$ cat src/design/avfe_pkg.sv
`default_nettype none

package avfe_pkg;

  localparam int unsigned ValueWidth = 32;
  localparam int unsigned NumDigits  = 10;
  localparam int unsigned BcdWidth   = 4 * NumDigits;
  localparam int unsigned CntWidth   = $clog2(ValueWidth);
  localparam int unsigned DigWidth   = $clog2(NumDigits + 1);

  localparam logic [7:0] ChOpen  = 8'h3C;  // '<'
  localparam logic [7:0] ChClose = 8'h3E;  // '>'
  localparam logic [7:0] ChColon = 8'h3A;  // ':'
  localparam logic [7:0] ChMinus = 8'h2D;  // '-'
  localparam logic [7:0] ChV     = 8'h56;
  localparam logic [7:0] ChA     = 8'h41;
  localparam logic [7:0] ChL     = 8'h4C;
  localparam logic [3:0] ChDigitHi = 4'h3;

  typedef enum logic [3:0] {
    S_IDLE,
    S_CONV,
    S_SKIP,
    S_OPEN,
    S_V,
    S_A,
    S_L,
    S_PCOL,
    S_SIGN,
    S_DIG,
    S_SEP,
    S_HI,
    S_LO,
    S_CLOSE
  } state_e;

  function automatic logic [7:0] hex_char(input logic [3:0] nib);
    logic [7:0] c;
    if (nib < 4'd10) begin
      c = {4'h3, nib};
    end else begin
      c = 8'h37 + {4'h0, nib};
    end
    return c;
  endfunction

endpackage

`default_nettype wire

$ cat src/design/ascii_value_frame_encoder_core.sv
// A value goes through bit-serial binary-to-BCD conversion, then its leading zero
// digits are dropped, then the frame (10 to 20 bytes) goes out one byte per cycle
// while the output is not stalled. The serial conversion shift register and the
// one-byte output register set the frame rate.
// A new value is taken only between frames; the last byte may still be waiting.
// Reset (rst_ni low, asynchronous) returns to idle with no output word pending.
`default_nettype none

module ascii_value_frame_encoder_core (
  input  wire logic                                clk_i,
  input  wire logic                                rst_ni,
  input  wire logic                                in_valid_i,
  output logic                                     in_stall_o,
  input  wire logic signed [avfe_pkg::ValueWidth-1:0] value_i,
  output logic                                     out_valid_o,
  input  wire logic                                out_stall_i,
  output logic [7:0]                               out_byte_o,
  output logic                                     last_o
);

  avfe_pkg::state_e state_q, state_d;

  logic [avfe_pkg::ValueWidth-1:0] mag_q, mag_d;
  logic [avfe_pkg::BcdWidth-1:0]   bcd_q, bcd_d, bcd_adj;
  logic [avfe_pkg::CntWidth-1:0]   cnt_q, cnt_d;
  logic [avfe_pkg::DigWidth-1:0]   ndig_q, ndig_d;
  logic                            neg_q, neg_d;
  logic [7:0]                      sum_q, sum_d;

  logic       out_valid_q, out_valid_d;
  logic [7:0] out_byte_q, out_byte_d;
  logic       out_last_q, out_last_d;

  logic       in_acc;
  logic       emit_ok;
  logic       emit;
  logic       emit_pay;
  logic [7:0] emit_byte;
  logic       emit_last;

  assign in_stall_o  = (state_q != avfe_pkg::S_IDLE);
  assign in_acc      = in_valid_i && !in_stall_o;
  assign emit_ok     = !out_valid_q || !out_stall_i;
  assign out_valid_o = out_valid_q;
  assign out_byte_o  = out_byte_q;
  assign last_o      = out_last_q;

  // add-3 correction on every BCD digit before the shift
  always_comb begin
    for (int d = 0; d < avfe_pkg::NumDigits; d++) begin
      if (bcd_q[4*d +: 4] >= 4'd5) begin
        bcd_adj[4*d +: 4] = bcd_q[4*d +: 4] + 4'd3;
      end else begin
        bcd_adj[4*d +: 4] = bcd_q[4*d +: 4];
      end
    end
  end

  always_comb begin
    state_d     = state_q;
    mag_d       = mag_q;
    bcd_d       = bcd_q;
    cnt_d       = cnt_q;
    ndig_d      = ndig_q;
    neg_d       = neg_q;
    sum_d       = sum_q;
    emit        = 1'b0;
    emit_pay    = 1'b0;
    emit_byte   = avfe_pkg::ChOpen;
    emit_last   = 1'b0;

    case (state_q)
      avfe_pkg::S_IDLE: begin
        if (in_acc) begin
          neg_d  = value_i[avfe_pkg::ValueWidth-1];
          mag_d  = value_i[avfe_pkg::ValueWidth-1] ? (~value_i + 1'b1) : value_i;
          bcd_d  = '0;
          cnt_d  = avfe_pkg::CntWidth'(avfe_pkg::ValueWidth - 1);
          ndig_d = avfe_pkg::DigWidth'(avfe_pkg::NumDigits);
          sum_d  = '0;
          state_d = avfe_pkg::S_CONV;
        end
      end
      avfe_pkg::S_CONV: begin
        bcd_d = {bcd_adj[avfe_pkg::BcdWidth-2:0], mag_q[avfe_pkg::ValueWidth-1]};
        mag_d = {mag_q[avfe_pkg::ValueWidth-2:0], 1'b0};
        cnt_d = cnt_q - 1'b1;
        if (cnt_q == '0) begin
          state_d = avfe_pkg::S_SKIP;
        end
      end
      avfe_pkg::S_SKIP: begin
        if (ndig_q > avfe_pkg::DigWidth'(1) &&
            bcd_q[avfe_pkg::BcdWidth-1 -: 4] == 4'd0) begin
          bcd_d  = {bcd_q[avfe_pkg::BcdWidth-5:0], 4'd0};
          ndig_d = ndig_q - 1'b1;
        end else begin
          state_d = avfe_pkg::S_OPEN;
        end
      end
      avfe_pkg::S_OPEN: begin
        emit      = 1'b1;
        emit_byte = avfe_pkg::ChOpen;
        if (emit_ok) state_d = avfe_pkg::S_V;
      end
      avfe_pkg::S_V: begin
        emit      = 1'b1;
        emit_pay  = 1'b1;
        emit_byte = avfe_pkg::ChV;
        if (emit_ok) state_d = avfe_pkg::S_A;
      end
      avfe_pkg::S_A: begin
        emit      = 1'b1;
        emit_pay  = 1'b1;
        emit_byte = avfe_pkg::ChA;
        if (emit_ok) state_d = avfe_pkg::S_L;
      end
      avfe_pkg::S_L: begin
        emit      = 1'b1;
        emit_pay  = 1'b1;
        emit_byte = avfe_pkg::ChL;
        if (emit_ok) state_d = avfe_pkg::S_PCOL;
      end
      avfe_pkg::S_PCOL: begin
        emit      = 1'b1;
        emit_pay  = 1'b1;
        emit_byte = avfe_pkg::ChColon;
        if (emit_ok) state_d = neg_q ? avfe_pkg::S_SIGN : avfe_pkg::S_DIG;
      end
      avfe_pkg::S_SIGN: begin
        emit      = 1'b1;
        emit_pay  = 1'b1;
        emit_byte = avfe_pkg::ChMinus;
        if (emit_ok) state_d = avfe_pkg::S_DIG;
      end
      avfe_pkg::S_DIG: begin
        emit      = 1'b1;
        emit_pay  = 1'b1;
        emit_byte = {avfe_pkg::ChDigitHi, bcd_q[avfe_pkg::BcdWidth-1 -: 4]};
        if (emit_ok) begin
          bcd_d  = {bcd_q[avfe_pkg::BcdWidth-5:0], 4'd0};
          ndig_d = ndig_q - 1'b1;
          if (ndig_q == avfe_pkg::DigWidth'(1)) state_d = avfe_pkg::S_SEP;
        end
      end
      avfe_pkg::S_SEP: begin
        emit      = 1'b1;
        emit_byte = avfe_pkg::ChColon;
        if (emit_ok) state_d = (sum_q[7:4] != 4'd0) ? avfe_pkg::S_HI : avfe_pkg::S_LO;
      end
      avfe_pkg::S_HI: begin
        emit      = 1'b1;
        emit_byte = avfe_pkg::hex_char(sum_q[7:4]);
        if (emit_ok) state_d = avfe_pkg::S_LO;
      end
      avfe_pkg::S_LO: begin
        emit      = 1'b1;
        emit_byte = avfe_pkg::hex_char(sum_q[3:0]);
        if (emit_ok) state_d = avfe_pkg::S_CLOSE;
      end
      avfe_pkg::S_CLOSE: begin
        emit      = 1'b1;
        emit_byte = avfe_pkg::ChClose;
        emit_last = 1'b1;
        if (emit_ok) state_d = avfe_pkg::S_IDLE;
      end
      default: begin
        state_d = avfe_pkg::S_IDLE;
      end
    endcase

    if (emit && emit_ok && emit_pay) begin
      sum_d = sum_q ^ emit_byte;
    end
  end

  // output word register
  always_comb begin
    out_valid_d = out_valid_q;
    out_byte_d  = out_byte_q;
    out_last_d  = out_last_q;
    if (emit && emit_ok) begin
      out_valid_d = 1'b1;
      out_byte_d  = emit_byte;
      out_last_d  = emit_last;
    end else if (!out_stall_i) begin
      out_valid_d = 1'b0;
    end
  end

  always_ff @(posedge clk_i or negedge rst_ni) begin
    if (!rst_ni) begin
      state_q     <= avfe_pkg::S_IDLE;
      out_valid_q <= 1'b0;
    end else begin
      state_q     <= state_d;
      out_valid_q <= out_valid_d;
    end
  end

  always_ff @(posedge clk_i) begin
    mag_q      <= mag_d;
    bcd_q      <= bcd_d;
    cnt_q      <= cnt_d;
    ndig_q     <= ndig_d;
    neg_q      <= neg_d;
    sum_q      <= sum_d;
    out_byte_q <= out_byte_d;
    out_last_q <= out_last_d;
  end

  a_last_is_close: assert property (@(posedge clk_i) disable iff (!rst_ni)
    out_valid_o && last_o |-> out_byte_o == avfe_pkg::ChClose)
    else $error("last word is not the closing byte");

  a_accept_starts_conv: assert property (@(posedge clk_i) disable iff (!rst_ni)
    in_acc |=> state_q == avfe_pkg::S_CONV)
    else $error("accepted value did not start conversion");

  a_conv_done: assert property (@(posedge clk_i) disable iff (!rst_ni)
    state_q == avfe_pkg::S_CONV && cnt_q == '0 |=> state_q == avfe_pkg::S_SKIP)
    else $error("conversion did not end after last bit");

  a_digit_left: assert property (@(posedge clk_i) disable iff (!rst_ni)
    state_q == avfe_pkg::S_DIG |-> ndig_q != '0)
    else $error("digit emitted with no digits left");

  a_close_to_idle: assert property (@(posedge clk_i) disable iff (!rst_ni)
    state_q == avfe_pkg::S_CLOSE && emit_ok |=> state_q == avfe_pkg::S_IDLE && last_o)
    else $error("frame did not close");

endmodule

`default_nettype wire

$ cat config.mk
export PLATFORM = sky130hd
export DESIGN_NAME = ascii_value_frame_encoder_core
export DESIGN_NICKNAME = d
export VERILOG_FILES = /design/src/design/avfe_pkg.sv /design/src/design/ascii_value_frame_encoder_core.sv
export SDC_FILE = /design/constraint.sdc
export NUM_CORES = 1
export LEC_CHECK = 0
export CAP_MARGIN = 25
export CELL_PAD_IN_SITES_DETAIL_PLACEMENT = 0
export CELL_PAD_IN_SITES_GLOBAL_PLACEMENT = 1
export CORE_ASPECT_RATIO = 2
export CORE_MARGIN = 2
export CORE_UTILIZATION = 50
export CTS_CLUSTER_SIZE = 24
export DETAILED_ROUTE_END_ITERATION = 16
export DONT_BUFFER_PORTS = 1
export PLACE_DENSITY_LB_ADDON = 0.1
export SLEW_MARGIN = 0
export SYNTH_ARGS = -nofsm -noshare
export SYNTH_HDL_FRONTEND = slang
export SYNTH_SLANG_ARGS = --single-unit
$ cat constraint.sdc
create_clock -name clk_i -period 4.1 [get_ports clk_i]
set_input_delay 0.205 -clock clk_i [delete_from_list [all_inputs] [get_ports clk_i]]
set_output_delay 0.205 -clock clk_i [all_outputs]
set_load 0.005 [all_outputs]
==> flow_metrics.env <==
export IMPL_crit_fanout=24
export IMPL_grt_max_degree=56
export IMPL_drc=0
export IMPL_dieArea_sq_um=13670
export IMPL_cts_root_buf="clkbuf_16"
export IMPL_totalWireLength_um=13410
export IMPL_coreArea_sq_um=12480
export IMPL_rows=58
export IMPL_setup_viol=0
export IMPL_grt_pass1_vias=4652
export IMPL_ctsResizeCount=0
export IMPL_power_leakage_nw=2.396
export IMPL_dp_hpwl_um=9743
export IMPL_synthesis_nets=712
export IMPL_synth_avg_cell_area_sq_um=9.786
export IMPL_drv_slew=0
export IMPL_htree_levels=3
export IMPL_worstPathArrival_ns=2.93
export IMPL_fin_hold_ws_ns=0.09164
export IMPL_numCtsBuffers=9
export IMPL_start_util_pct=50.88
export IMPL_viasPerCell=5.786
export IMPL_rsz0062_at_grt="false"
export IMPL_die_h_um=163.4
export IMPL_tritoncts="yes"
export IMPL_synthArstFlopShare_pct=4.902
export IMPL_cp_end_kind="flop"
export IMPL_ant_nets=0
export IMPL_pwr_density_cell_nw_per_um2=775.5
export IMPL_reg2reg_depth=6
export IMPL_synthCells=649
export IMPL_fin_nets=704
export IMPL_hold_path_class="input port to flop"
export IMPL_ys_ff_latch=102
export IMPL_gr_usage_all_layers_pct=20.44
export IMPL_die_w_um=83.70
export IMPL_finalSetupTns_ns=0
export IMPL_antenna_cells=0
export IMPL_synth_edf_count=97
export IMPL_status="finished clean"
export IMPL_layout_drive_gt1_share_pct=5.418
export IMPL_grt_pass1_wl_um=22670
export IMPL_ys_seq_area_share_pct=47.83
export IMPL_whs_path_depth=2
export IMPL_area_delta_synth_final_pct=7.191
export IMPL_via_count=4606
export IMPL_ys_flop_type="edfxtp_1"
export IMPL_criticalPathCategory="flop to flop"
export IMPL_slew_headroom_pct=35.20
export IMPL_worst_pin_slew_ns=0.9709
export IMPL_critPathLaunchType="flop"
export IMPL_num_fill_cells=1179
export IMPL_finalHoldViolations=0
export IMPL_required_ns=4.26
export IMPL_io_pins=47
export IMPL_period_share_pct=67.50
export IMPL_synth_warning_count=0
export IMPL_yosysUniqueCellTypes=60
export IMPL_gp_congestion=0.8262
export IMPL_yosys_area_top_type="edfxtp_1"
export IMPL_synth_area_top_cells="edfxtp_1, o21ai_0, ha_1"
export IMPL_synth_top_area_share_pct=45.86
export IMPL_first_iter_violations=267
export IMPL_clock_sinks=102
export IMPL_period_minus_slack_ns=2.767
export IMPL_route_detailed_wl_per_inst_um=16.85
export IMPL_r2r_slack_ns=1.33
export IMPL_drt_pass1_iterations=4
export IMPL_numPortBuffers=0
export IMPL_clkLatencyLatePin_ns=0.35
export IMPL_antenna_found_initial=0
export IMPL_maxCapViolCount=0
export IMPL_synthesis_area_sq_um=6351
export IMPL_timing_fmax_mhz=361.3
export IMPL_clk_pin_slew_ns=0.07
export IMPL_grt_overflow_total=0
export IMPL_irDropWorstVdd_uv=407.4
export IMPL_cts_path_max_buffers=2
export IMPL_hold_buffers=2
export IMPL_post_cts_setup_buffers=0
export IMPL_skew_ns=0.01094
[cells in the mapped netlist, types with 4 or more instances]
library cell and n:
inv_1 34, buf_1 4, xnor2_1 23, or4_1 4
nor2_1 36, dfrtp_1 5, ha_1 27, nand2_1 88
mux2i_1 4, nor3b_1 17, xor2_1 31, nand2b_1 16
a21oi_1 40, nand3_1 5, o31ai_1 18, nor2b_1 9
a22o_1 10, nor3_1 8, clkbuf_1 21, o41ai_1 4
or3_1 5, o21ai_0 82, a22oi_1 5, edfxtp_1 97
[sequential cells by signal (all words and copies together) (netlist names)]
name / count
out_valid_o: 1
ndig_q: 4
cnt_q: 5
last_o: 1
mag_q: 32
out_byte_o: 7
neg_q: 1
sum_q: 7
bcd_q: 40
state_q: 4
[kinds of logic (layout without fill, tap and decap cells)]
logic type | after synthesis | in the layout | synth area share [%]
simple gates | 213 | 213 | 16.80
compound gates | 184 | 184 | 17.79
flops | 102 | 102 | 47.83
buf+inv | 63 | 60 | 3.940
xor+xnor | 54 | 54 | 7.447
fa+ha+maj | 27 | 27 | 5.319
mux | 5 | 5 | 0.8077
other cells | 1 | 1 | 0.05904
[layer usage]
layer | global-route usage, % | routed length [um] | vias to the layer above
met2 | 38.04 | 7623 | 78
met1 | 23.60 | 5183 | 2189
met5 | 0 | 0 | -
li1 | - | - | 2325
met4 | 6.745 | 218 | 0
met3 | 3.335 | 388 | 14
[area by class of cell]
class	count	area [sq um]	area share, %
sequential	102	3038	44.62
timing repair buffer	10	80.08	1.176
tap	150	187.7	2.757
inverter	34	127.6	1.875
clock inverter	5	63.81	0.9373
multi-input combinational	484	3078	45.21
clock buffer	11	232.7	3.418
[final timing paths]
check | start | to
max | state_q[0] | bcd_q[16]
min | value_i[0] | mag_q[0]
max reg2reg | state_q[0] | bcd_q[16]
min reg2reg | mag_q[31] | bcd_q[0]
max in group asynchronous | rst_ni | state_q[2]
min in group asynchronous | rst_ni | state_q[0]
[cells in the final DEF, fill, tap and decap left out, types with 3 or more instances in the layout]
cell type  count
edfxtp_1      97
nand2_1       88
o21ai_0       82
a21oi_1       40
inv_1         34
nor2_1        34
xor2_1        31
ha_1          27
xnor2_1       23
o31ai_1       18
nor3b_1       17
nand2b_1      16
a22o_1        10
nor2b_1        9
clkbuf_16      9
buf_4          8
nor3_1         7
nand3_1        5
or3_1          5
a22oi_1        5
dfrtp_1        5
mux2i_1        4
or4_1          4
o41ai_1        4
o211ai_1       3
nand4b_1       3
nor4_1         3
nand4_1        3
o41ai_2        3
a211oi_1       3
inv_6          3
[through the flow]
stage	worst slack, ns	area [sq um]	total power [mW]	std cells	util, %
2_1_floorplan	0.8652	6351	3.850	649	-
4_1_cts	1.296	6808	5.323	796	54.54
5_1_grt	1.068	6808	5.729	796	54.54
3_5_place_dp	1.330	6491	4.442	778	52.00
6_report	1.333	6808	5.279	796	54.54
3_3_place_gp	1.442	6491	4.349	778	52.00
[critical path, stage by stage (launching register included)]
cell,delay (ns)
dfrtp_1,0.61
or2_2,0.43
mux2_2,0.30
nor2_2,0.74
buf_4,0.33
nand2_1,0.07
o31ai_1,0.08
[power breakdown]
group	internal (mW)	switching (mW)	leakage (nW)	total [mW]
combinational	0.811	1.26	1.29	2.07
sequential	1.85	0.478	0.962	2.33
clock	0.481	0.396	0.141	0.878
total	3.14	2.14	2.40	5.28
Power figures use the tool's default switching activity.
